--- src/design/bdsm_pkg.sv ---
// Shared types and constants for the bounded deque with search and min/max.
`timescale 1ns / 1ps

package bdsm_pkg;

   // Width of one stored word
   localparam int WORD_W = 32;

   // Action codes of an input item
   typedef enum logic [2:0] {
      ACT_PUSH_FRONT = 3'd0,
      ACT_PUSH_BACK  = 3'd1,
      ACT_POP_FRONT  = 3'd2,
      ACT_POP_BACK   = 3'd3,
      ACT_SEARCH     = 3'd4,
      ACT_MIN        = 3'd5,
      ACT_MAX        = 3'd6,
      ACT_REVERSE    = 3'd7
   } action_type;

   // Result status codes
   typedef enum logic [1:0] {
      ST_OK    = 2'd0,
      ST_EMPTY = 2'd1,
      ST_FULL  = 2'd2
   } status_type;

   // Scan sequencer states
   typedef enum logic {
      SCAN_IDLE = 1'b0,
      SCAN_RUN  = 1'b1
   } scan_state_type;

   // Scan completion: pulse plus the values to report
   typedef struct packed {
      logic              fin;
      logic              found;
      logic [WORD_W-1:0] value;
   } scan_rsp_type;

endpackage

--- src/design/bdsm_ram.sv ---
// Generic single-write, single-read RAM with registered read data.
`timescale 1ns / 1ps

module bdsm_ram #(
   parameter int WIDTH = 32,
   parameter int DEPTH = 64
) (
   input  logic                     clock,
   input  logic                     wr_en,
   input  logic [$clog2(DEPTH)-1:0] wr_addr,
   input  logic [WIDTH-1:0]         wr_data,
   input  logic                     rd_en,
   input  logic [$clog2(DEPTH)-1:0] rd_addr,
   output logic [WIDTH-1:0]         rd_data
);

   logic [WIDTH-1:0] mem_ff [DEPTH];
   logic [WIDTH-1:0] rd_data_ff;

   // Write port
   always_ff @(posedge clock) begin
      if (wr_en) begin
         mem_ff[wr_addr] <= wr_data;
      end
   end

   // Registered read port
   always_ff @(posedge clock) begin
      if (rd_en) begin
         rd_data_ff <= mem_ff[rd_addr];
      end
   end

   assign rd_data = rd_data_ff;

endmodule

--- src/design/bdsm_scan.sv ---
// Scan sequencer: walks the held entries through one shared compare unit.
`timescale 1ns / 1ps

module bdsm_scan #(
   parameter int DEPTH = 64
) (
   input  logic                              clock,
   input  logic                              reset,
   input  logic                              start,
   input  bdsm_pkg::action_type              op,
   input  logic signed [bdsm_pkg::WORD_W-1:0] key,
   input  logic [$clog2(DEPTH)-1:0]          front,
   input  logic [$clog2(DEPTH+1)-1:0]        count,
   input  logic signed [bdsm_pkg::WORD_W-1:0] rd_data,
   output logic                              busy,
   output logic                              rd_en,
   output logic [$clog2(DEPTH)-1:0]          rd_addr,
   output bdsm_pkg::scan_rsp_type            scan_rsp
);

   localparam int IDX_W = $clog2(DEPTH);
   localparam int CNT_W = $clog2(DEPTH + 1);

   bdsm_pkg::scan_state_type state_ff, state_in;
   bdsm_pkg::action_type     op_ff;
   logic [IDX_W-1:0]         addr_ff, addr_in;
   logic [CNT_W-1:0]         left_ff, left_in;
   logic                     rd_vld_ff, last_ff, first_ff;
   logic                     found_ff, found_in;
   logic signed [bdsm_pkg::WORD_W-1:0] key_ff;
   logic signed [bdsm_pkg::WORD_W-1:0] acc_ff, acc_in;
   logic signed [bdsm_pkg::WORD_W-1:0] cmp_b;
   logic                     issue, fin, lt, eq, take;

   // Next state
   always_comb begin
      state_in = state_ff;
      case (state_ff)
         bdsm_pkg::SCAN_IDLE: begin
            if (start) state_in = bdsm_pkg::SCAN_RUN;
         end
         bdsm_pkg::SCAN_RUN: begin
            if (fin) state_in = bdsm_pkg::SCAN_IDLE;
         end
         default: state_in = bdsm_pkg::SCAN_IDLE;
      endcase
   end

   // State outputs
   always_comb begin
      busy  = 1'b0;
      issue = 1'b0;
      fin   = 1'b0;
      case (state_ff)
         bdsm_pkg::SCAN_IDLE: begin
            busy = 1'b0;
         end
         bdsm_pkg::SCAN_RUN: begin
            busy  = 1'b1;
            issue = (left_ff != '0);
            fin   = rd_vld_ff & last_ff;
         end
         default: busy = 1'b0;
      endcase
   end

   assign rd_en   = issue;
   assign rd_addr = addr_ff;

   // Shared compare unit: key for search, running extreme otherwise
   always_comb begin
      cmp_b = (op_ff == bdsm_pkg::ACT_SEARCH) ? key_ff : acc_ff;
      lt    = (rd_data < cmp_b);
      eq    = (rd_data == cmp_b);
      take  = first_ff | ((op_ff == bdsm_pkg::ACT_MIN) ? lt : (~lt & ~eq));
   end

   // Accumulators and ring walk
   always_comb begin
      acc_in   = acc_ff;
      found_in = found_ff;
      if (rd_vld_ff) begin
         if (take) acc_in = rd_data;
         found_in = found_ff | eq;
      end
      addr_in = (addr_ff == IDX_W'(DEPTH - 1)) ? '0 : addr_ff + 1'b1;
      left_in = left_ff - 1'b1;
   end

   // Completion payload
   always_comb begin
      scan_rsp.fin   = fin;
      scan_rsp.found = (op_ff == bdsm_pkg::ACT_SEARCH) ? found_in : 1'b0;
      scan_rsp.value = (op_ff == bdsm_pkg::ACT_SEARCH) ? '0 : acc_in;
   end

   // Control registers
   always_ff @(posedge clock) begin
      if (reset) begin
         state_ff  <= bdsm_pkg::SCAN_IDLE;
         rd_vld_ff <= 1'b0;
         left_ff   <= '0;
      end else begin
         state_ff  <= state_in;
         rd_vld_ff <= issue;
         if (start) begin
            left_ff <= count;
         end else if (issue) begin
            left_ff <= left_in;
         end
      end
   end

   // Datapath registers
   always_ff @(posedge clock) begin
      last_ff <= issue & (left_ff == CNT_W'(1));
      if (start) begin
         addr_ff  <= front;
         op_ff    <= op;
         key_ff   <= key;
         first_ff <= 1'b1;
         found_ff <= 1'b0;
         acc_ff   <= '0;
      end else begin
         if (issue) addr_ff <= addr_in;
         if (rd_vld_ff) first_ff <= 1'b0;
         acc_ff   <= acc_in;
         found_ff <= found_in;
      end
   end

   // No read is issued once the last word has come back
   a_no_read_at_fin: assert property (@(posedge clock) disable iff (reset)
      fin |-> !rd_en)
      else $error("scan read issued after last word");

   // Sequencer drops out of run right after completion
   a_idle_after_fin: assert property (@(posedge clock) disable iff (reset)
      fin |=> !busy)
      else $error("scan still busy after completion");

   // A new scan is never started while one is running
   a_start_when_idle: assert property (@(posedge clock) disable iff (reset)
      start |-> !busy)
      else $error("scan started while busy");

endmodule

--- src/design/bounded_deque_search_minmax.sv ---
// Top level: bounded deque of signed words with search, minimum and maximum.
//
// Command channel: drive start with req_action and req_value; the item is
// taken at a rising edge where start is high and busy is low.
// Result channel: rsp_valid marks one cycle holding rsp_status, rsp_found,
// rsp_result_value and rsp_entry_count; the receiver takes it in that cycle
// and cannot hold it off.
// Push, pop and reverse, and any search/min/max on an empty store, finish
// without a scan: the result shows the cycle after acceptance and busy stays
// low, so a new item can follow every cycle.
// Search, min and max walk the held entries in ring order through one
// compare unit, one RAM read per cycle with registered read data: busy is
// high while the scan runs, until the last read word has been compared,
// and the result is registered from that completion; no new item is
// taken while busy is high.
// Reset clears the front pointer, count and orientation; the storage RAM
// is not cleared since only entries written by a push are ever read.

`timescale 1ns / 1ps

module bounded_deque_search_minmax #(
   parameter int DEPTH = 64
) (
   input  logic                               clock,
   input  logic                               reset,
   input  logic                               start,
   output logic                               busy,
   input  logic [2:0]                         req_action,
   input  logic signed [bdsm_pkg::WORD_W-1:0] req_value,
   output logic                               rsp_valid,
   output logic [1:0]                         rsp_status,
   output logic                               rsp_found,
   output logic signed [bdsm_pkg::WORD_W-1:0] rsp_result_value,
   output logic [$clog2(DEPTH+1)-1:0]         rsp_entry_count
);

   localparam int IDX_W = $clog2(DEPTH);
   localparam int CNT_W = $clog2(DEPTH + 1);
   localparam int SUM_W = CNT_W + 1;

   bdsm_pkg::action_type   act;
   bdsm_pkg::status_type   status;
   bdsm_pkg::scan_rsp_type scan_rsp;

   logic [IDX_W-1:0] front_ff, front_in, front_inc, front_dec, tail_slot, wr_addr;
   logic [CNT_W-1:0] cnt_ff, cnt_in;
   logic             rev_ff, rev_in;
   logic [SUM_W-1:0] tail_sum;
   logic             accept, full, empty, low_side, push_ok, scan_go, quick;
   logic             wr_en, rd_en;
   logic [IDX_W-1:0] rd_addr;
   logic signed [bdsm_pkg::WORD_W-1:0] rd_data;

   logic                               rsp_valid_ff, rsp_valid_in;
   logic [1:0]                         rsp_status_ff;
   logic                               rsp_found_ff;
   logic signed [bdsm_pkg::WORD_W-1:0] rsp_value_ff;
   logic [CNT_W-1:0]                   rsp_count_ff;

   assign accept = start & ~busy;
   assign act    = bdsm_pkg::action_type'(req_action);

   // Ring pointer arithmetic
   always_comb begin
      full      = (cnt_ff == CNT_W'(DEPTH));
      empty     = (cnt_ff == '0);
      front_inc = (front_ff == IDX_W'(DEPTH - 1)) ? '0 : front_ff + 1'b1;
      front_dec = (front_ff == '0) ? IDX_W'(DEPTH - 1) : front_ff - 1'b1;
      tail_sum  = SUM_W'(front_ff) + SUM_W'(cnt_ff);
      if (tail_sum >= SUM_W'(DEPTH)) tail_sum = tail_sum - SUM_W'(DEPTH);
      tail_slot = tail_sum[IDX_W-1:0];
      low_side  = ((act == bdsm_pkg::ACT_PUSH_FRONT) ||
                   (act == bdsm_pkg::ACT_POP_FRONT)) ^ rev_ff;
      wr_addr   = low_side ? front_dec : tail_slot;
   end

   // Action decode
   always_comb begin
      front_in = front_ff;
      cnt_in   = cnt_ff;
      rev_in   = rev_ff;
      status   = bdsm_pkg::ST_OK;
      push_ok  = 1'b0;
      scan_go  = 1'b0;
      case (act)
         bdsm_pkg::ACT_PUSH_FRONT, bdsm_pkg::ACT_PUSH_BACK: begin
            if (full) begin
               status = bdsm_pkg::ST_FULL;
            end else begin
               push_ok = 1'b1;
               cnt_in  = cnt_ff + 1'b1;
               if (low_side) front_in = front_dec;
            end
         end
         bdsm_pkg::ACT_POP_FRONT, bdsm_pkg::ACT_POP_BACK: begin
            if (empty) begin
               status = bdsm_pkg::ST_EMPTY;
            end else begin
               cnt_in = cnt_ff - 1'b1;
               if (low_side) front_in = front_inc;
            end
         end
         bdsm_pkg::ACT_SEARCH, bdsm_pkg::ACT_MIN, bdsm_pkg::ACT_MAX: begin
            if (empty) status = bdsm_pkg::ST_EMPTY;
            else       scan_go = 1'b1;
         end
         bdsm_pkg::ACT_REVERSE: begin
            rev_in = ~rev_ff;
         end
         default: begin
            status = bdsm_pkg::ST_OK;
         end
      endcase
   end

   assign wr_en        = accept & push_ok;
   assign quick        = accept & ~scan_go;
   assign rsp_valid_in = quick | scan_rsp.fin;

   // Deque state
   always_ff @(posedge clock) begin
      if (reset) begin
         front_ff     <= '0;
         cnt_ff       <= '0;
         rev_ff       <= 1'b0;
         rsp_valid_ff <= 1'b0;
      end else begin
         rsp_valid_ff <= rsp_valid_in;
         if (accept) begin
            front_ff <= front_in;
            cnt_ff   <= cnt_in;
            rev_ff   <= rev_in;
         end
      end
   end

   // Result payload
   always_ff @(posedge clock) begin
      if (quick) begin
         rsp_status_ff <= status;
         rsp_found_ff  <= 1'b0;
         rsp_value_ff  <= '0;
         rsp_count_ff  <= cnt_in;
      end else if (scan_rsp.fin) begin
         rsp_status_ff <= bdsm_pkg::ST_OK;
         rsp_found_ff  <= scan_rsp.found;
         rsp_value_ff  <= scan_rsp.value;
         rsp_count_ff  <= cnt_ff;
      end
   end

   assign rsp_valid        = rsp_valid_ff;
   assign rsp_status       = rsp_status_ff;
   assign rsp_found        = rsp_found_ff;
   assign rsp_result_value = rsp_value_ff;
   assign rsp_entry_count  = rsp_count_ff;

   // Entry storage
   bdsm_ram #(
      .WIDTH (bdsm_pkg::WORD_W),
      .DEPTH (DEPTH)
   ) u_ram (
      .clock   (clock),
      .wr_en   (wr_en),
      .wr_addr (wr_addr),
      .wr_data (req_value),
      .rd_en   (rd_en),
      .rd_addr (rd_addr),
      .rd_data (rd_data)
   );

   // Search / min / max sequencer
   bdsm_scan #(
      .DEPTH (DEPTH)
   ) u_scan (
      .clock    (clock),
      .reset    (reset),
      .start    (accept & scan_go),
      .op       (act),
      .key      (req_value),
      .front    (front_ff),
      .count    (cnt_ff),
      .rd_data  (rd_data),
      .busy     (busy),
      .rd_en    (rd_en),
      .rd_addr  (rd_addr),
      .scan_rsp (scan_rsp)
   );

   // A refused push is only reported with the store full
   a_full_count: assert property (@(posedge clock) disable iff (reset)
      (rsp_valid && rsp_status == bdsm_pkg::ST_FULL) |->
         (rsp_entry_count == CNT_W'(DEPTH)))
      else $error("full status with store not full");

   // Every result strobe follows a quick item or a scan completion
   a_rsp_source: assert property (@(posedge clock) disable iff (reset)
      rsp_valid_ff |-> ($past(quick) || $past(scan_rsp.fin)))
      else $error("result strobe without a source");

   // The store is never written while a scan walks it
   a_no_write_in_scan: assert property (@(posedge clock) disable iff (reset)
      busy |-> !wr_en)
      else $error("store written during a scan");

endmodule
--- config.mk ---
export PLATFORM = sky130hd
export DESIGN_NAME = bounded_deque_search_minmax
export DESIGN_NICKNAME = d
export VERILOG_FILES = /design/src/design/bdsm_pkg.sv /design/src/design/bdsm_ram.sv /design/src/design/bdsm_scan.sv /design/src/design/bounded_deque_search_minmax.sv
export SDC_FILE = /design/constraint.sdc
export NUM_CORES = 2
export LEC_CHECK = 0
export BUFFER_PORTS_ARGS = -buffer_cell sky130_fd_sc_hd__buf_2
export CELL_PAD_IN_SITES_DETAIL_PLACEMENT = 2
export CELL_PAD_IN_SITES_GLOBAL_PLACEMENT = 2
export CORE_MARGIN = 1.5
export CORE_UTILIZATION = 53
export DETAILED_ROUTE_END_ITERATION = 6
export GPL_TIMING_DRIVEN = 0
export PLACE_DENSITY_LB_ADDON = 0.1
export SLEW_MARGIN = 20
export SYNTH_ARGS = -nofsm -noshare
export SYNTH_HDL_FRONTEND = slang
export SYNTH_SLANG_ARGS = --single-unit
--- constraint.sdc ---
create_clock -name clock -period 8.8 [get_ports clock]
set_input_delay 0.44 -clock clock [delete_from_list [all_inputs] [get_ports clock]]
set_output_delay 0.44 -clock clock [all_outputs]
set_load 0.05 [all_outputs]
==> results of run 1 <==
[cells by family after synthesis]
| family | synth area share (%) |
|---|---|
| AO/OA/AOI/OAI | 6.12 |
| adder cells (fa/ha/maj) | 0.681 |
| multiplexers | 13.9 |
| buffers and inverters | 1.42 |
| AND/OR/NAND/NOR | 2.47 |
| flip-flops | 75.2 |
| XOR/XNOR | 0.200 |
[stage by stage]
| stage | hold slack (ns) | setup WS (ns) | area [um2] |
|---|---|---|---|
| after global placement | 0.442 | 1.77 | 90600 |
| after floorplan | 0.420 | 4.94 | 87500 |
==> impl_metrics.yaml, run 1 <==
run_status:
  status: "stopped before the end"
  failed_stage: "detailed placement (3_5_place_dp)"
  firstError: "[ERROR DPL-0033] detailed placement checks failed during check placement."
synthesis:
  synth.distinct_cells: 64
  seq_area_frac_synth_pct: 75.2
  ys_seq_elements: 2222
  syn_area_um2: 87500
  synthArstFlopShare_pct: 0
  synth_edf_count: 2130
  yosysTopAreaCell: "edfxtp_1"
  synth_warnings: 0
  synth_area_leaders: "edfxtp_1, mux4_2, mux2i_1, dfxtp_1, a21oi_1"
  yosysMostFrequentCell: "edfxtp_1"
  synth_ff_type: "edfxtp_1"
  yosysTopAreaCellShare_pct: 73.1
  synth.avg_cell_area_um2: 18.5
  netlist_top_cells_count: "edfxtp_1, mux2i_1, a21oi_1"
  syn_nets: 4824
  synthCells: 4739
floorplanning:
  start_util_pct: 53.6
  die_width_um: 409
  num_rows: 148
  fp.dieH_um: 409
  ios: 82
placement:
  gp_congestion: 0.908
  dp_hpwl_um: 247000
  io_buffers: 81
==> run 2: changes to the inputs <==
--- a/config.mk
+++ b/config.mk
@@ -6,13 +6,11 @@
 export NUM_CORES = 2
 export LEC_CHECK = 0
 export BUFFER_PORTS_ARGS = -buffer_cell sky130_fd_sc_hd__buf_2
-export CELL_PAD_IN_SITES_DETAIL_PLACEMENT = 2
-export CELL_PAD_IN_SITES_GLOBAL_PLACEMENT = 2
 export CORE_MARGIN = 1.5
-export CORE_UTILIZATION = 53
+export CORE_UTILIZATION = 40
 export DETAILED_ROUTE_END_ITERATION = 6
 export GPL_TIMING_DRIVEN = 0
-export PLACE_DENSITY_LB_ADDON = 0.1
+export PLACE_DENSITY_LB_ADDON = 0.15
 export SLEW_MARGIN = 20
 export SYNTH_ARGS = -nofsm -noshare
 export SYNTH_HDL_FRONTEND = slang
==> run 2 against run 1 <==
  * The flow now finishes without violations
  * Synthesized cell count unchanged
  * Area after synthesis unchanged
==> impl_metrics.yaml, run 2 <==
layout:
  fin_util_pct: 47.0
  largest_reg_flops: 2048
  drive_gt1_share_pct: 21.1
  regMostFlops: "u_ram.mem_ff"
  area.growth.synth_to_final_pct: 16.7
  layout.cells.non_filler: 8254
  mostFrequentLayoutCells: "edfxtp_1, mux2i_1, a21oi_1"
  layout.cells.most_common: "edfxtp_1"
  layout.nets: 5278
global_routing:
  antenna_found_initial: 39
  grt_use_met3_pct: 3.66
  grtUsageTotal_pct: 23.9
  grt_busiest_layer: "met2"
  met2_usage_pct: 37.3
  grt_max_degree: 66
  grt_pass1_vias: 47200
  grt.overflow.total: 0
  use_met1_pct: 34.4
  grt_pass1_wl_um: 372000
setup_path:
  worstPathRequired_ns: 9.35
  crit_fanout: 18
  start_kind: "flop"
  arrival_ns: 5.81
  setup.worst_path.class: "reg -> reg"
  end_kind: "flop"
synthesis:
  synth_area_leaders: "edfxtp_1, mux4_2, mux2i_1, dfxtp_1, a21oi_1"
  syn_nets: 4824
  netlist_top_cells_count: "edfxtp_1, mux2i_1, a21oi_1"
  synth_warnings: 0
  ys_seq_elements: 2222
  synth_edf_count: 2130
  synthCells: 4739
  synth.avg_cell_area_um2: 18.5
  yosysMostFrequentCell: "edfxtp_1"
  synthArstFlopShare_pct: 0
  synth_ff_type: "edfxtp_1"
  yosysTopAreaCellShare_pct: 73.1
  syn_area_um2: 87500
  yosysTopAreaCell: "edfxtp_1"
  seq_area_frac_synth_pct: 75.2
  synth.distinct_cells: 64
sta:
  fin_skew_ns: 0.0354
  tns_ns: 0
  tightestPinTransition_ns: 1.31
  final_max_slew_viol_count: 0
  fin_crit_ns: 5.26
  finalCritPeriodShare_pct: 59.8
  finalHoldViolations: 0
  relSlewSlack_pct: 12.4
  timing.hold.ws_ns: 0.0468
  fmax_ghz: 0.190
  setup_viol: 0
  rsz0062_at_grt: "no"
route:
  final_antenna_net_count: 0
  wire_per_inst_um: 32.5
  drt-total-wl_um: 268000
  dr.first_iter.drc_count: 5782
  vias_per_cell: 5.87
  drt_pass1_iterations: 6
  drc_errors: 0
  vias: 48500
pwr:
  seqPwrFrac_pct: 51.2
  peakVddDrop_mv: 0.173
  leakage_uw: 0.0330
  p_clk_share_pct: 40.8
  p_comb_share_pct: 8.0
  p_int_uw: 17600
  power.switching_uw: 5490
  swShare_pct: 23.8
  power.density_nw_per_um2: 226
floorplanning:
  fp.dieH_um: 471
  ios: 82
  core_um2: 217000
  start_util_pct: 40.3
  num_rows: 171
  die-area_um2: 222000
  die_width_um: 471
cts:
  cts_resized: 0
  cts_tree: "built"
  hold_buffers: 16
  clock_latency_ns: 0.88
  clockRootBuffer: "clkbuf_16"
  clkSinkCount: 2222
  post_cts_buffers: 0
  numCtsBuffers: 227
  clk_path_buf_depth: 3
  cts.reportedPaths.clkPinSlew_ns: 0.06
  cts_max_level: 4
placement:
  io_buffers: 81
  dp_hpwl_um: 186000
  placed_cells: 7802
  gp_congestion: 0.913
run:
  drv_cap: 0
run_status:
  status: "finished clean"
worst_hold_path:
  min_path_type: "in -> reg"
-- run 2: cell families after synthesis --
| family | synth area share, % |
|---|---|
| compound gates | 6.12 |
| xor+xnor | 0.200 |
| fa+ha+maj | 0.681 |
| buf+inv | 1.42 |
| flops | 75.2 |
| mux | 13.9 |
| simple gates | 2.47 |
-- run 2: layout make-up --
class | instances | area (um2)
antenna | 15 | 37.5
buffer | 284 | 1210
clock buffer | 292 | 6130
clock inverter | 129 | 1050
fill | 18300 | 115000
inverter | 14 | 53.8
multi-input combinational | 2219 | 21000
sequential | 2222 | 65800
tap | 2854 | 3570
timing repair buffer | 225 | 3300
-- run 2: path summary, 6_finish.rpt --
check	slack (ns)	cells past startpoint	startpoint	to
setup reg to reg	3.54	9	front_ff[0]$_SDFFE_PP0P_	u_ram.mem_ff[53][11]$_DFFE_PP_
hold reg to reg	0.48	2	u_scan.found_ff$_SDFF_PP0_	u_scan.found_ff$_SDFF_PP0_
setup / recovery	3.54	9	front_ff[0]$_SDFFE_PP0P_	u_ram.mem_ff[53][11]$_DFFE_PP_
hold / removal	0.05	1	req_value[11]	u_ram.mem_ff[42][11]$_DFFE_PP_
-- run 2: worst max-delay path, stage by stage, from the launching register on --
cell and delay (ns):
dfxtp_1 0.39, inv_1 0.21, ha_1 0.18, nand2b_1 0.10, o41ai_1 0.82, o22ai_1 0.33, nor3_1 0.79, nand2_1 0.91
nor2_4 0.88, buf_12 0.27
-- run 2: power groups by stage --
| stage | Sequential (uW) | Combinational, uW | Clock, uW |
|---|---|---|---|
| after detailed placement | 12000 | 1830 | 0 |
| after CTS | 11800 | 1840 | 9550 |
| after floorplan | 12000 | 930 | 0 |
| final | 11800 | 1850 | 9410 |
| after global routing | 11800 | 1950 | 9910 |
| after global placement | 12100 | 1710 | 0 |
-- run 2: through the flow --
step | power, uW | setup WS (ns) | cell area (um2)
after global routing | 23700 | 3.48 | 102000
after CTS | 23200 | 3.75 | 102000
after global placement | 13800 | 1.77 | 91500
after detailed placement | 13900 | 3.78 | 94800
final | 23100 | 3.54 | 102000
after floorplan | 12900 | 4.94 | 87500
-- run 2: layer usage --
| metal | vias up | part of all wire, % |
|---|---|---|
| met5 | - | 0.025 |
| met4 | 8 | 3.5 |
| met2 | 2024 | 46 |
| met3 | 387 | 7.1 |
| li1 | 20400 | - |
| met1 | 25600 | 43 |
Power figures use the tool's default switching activity.
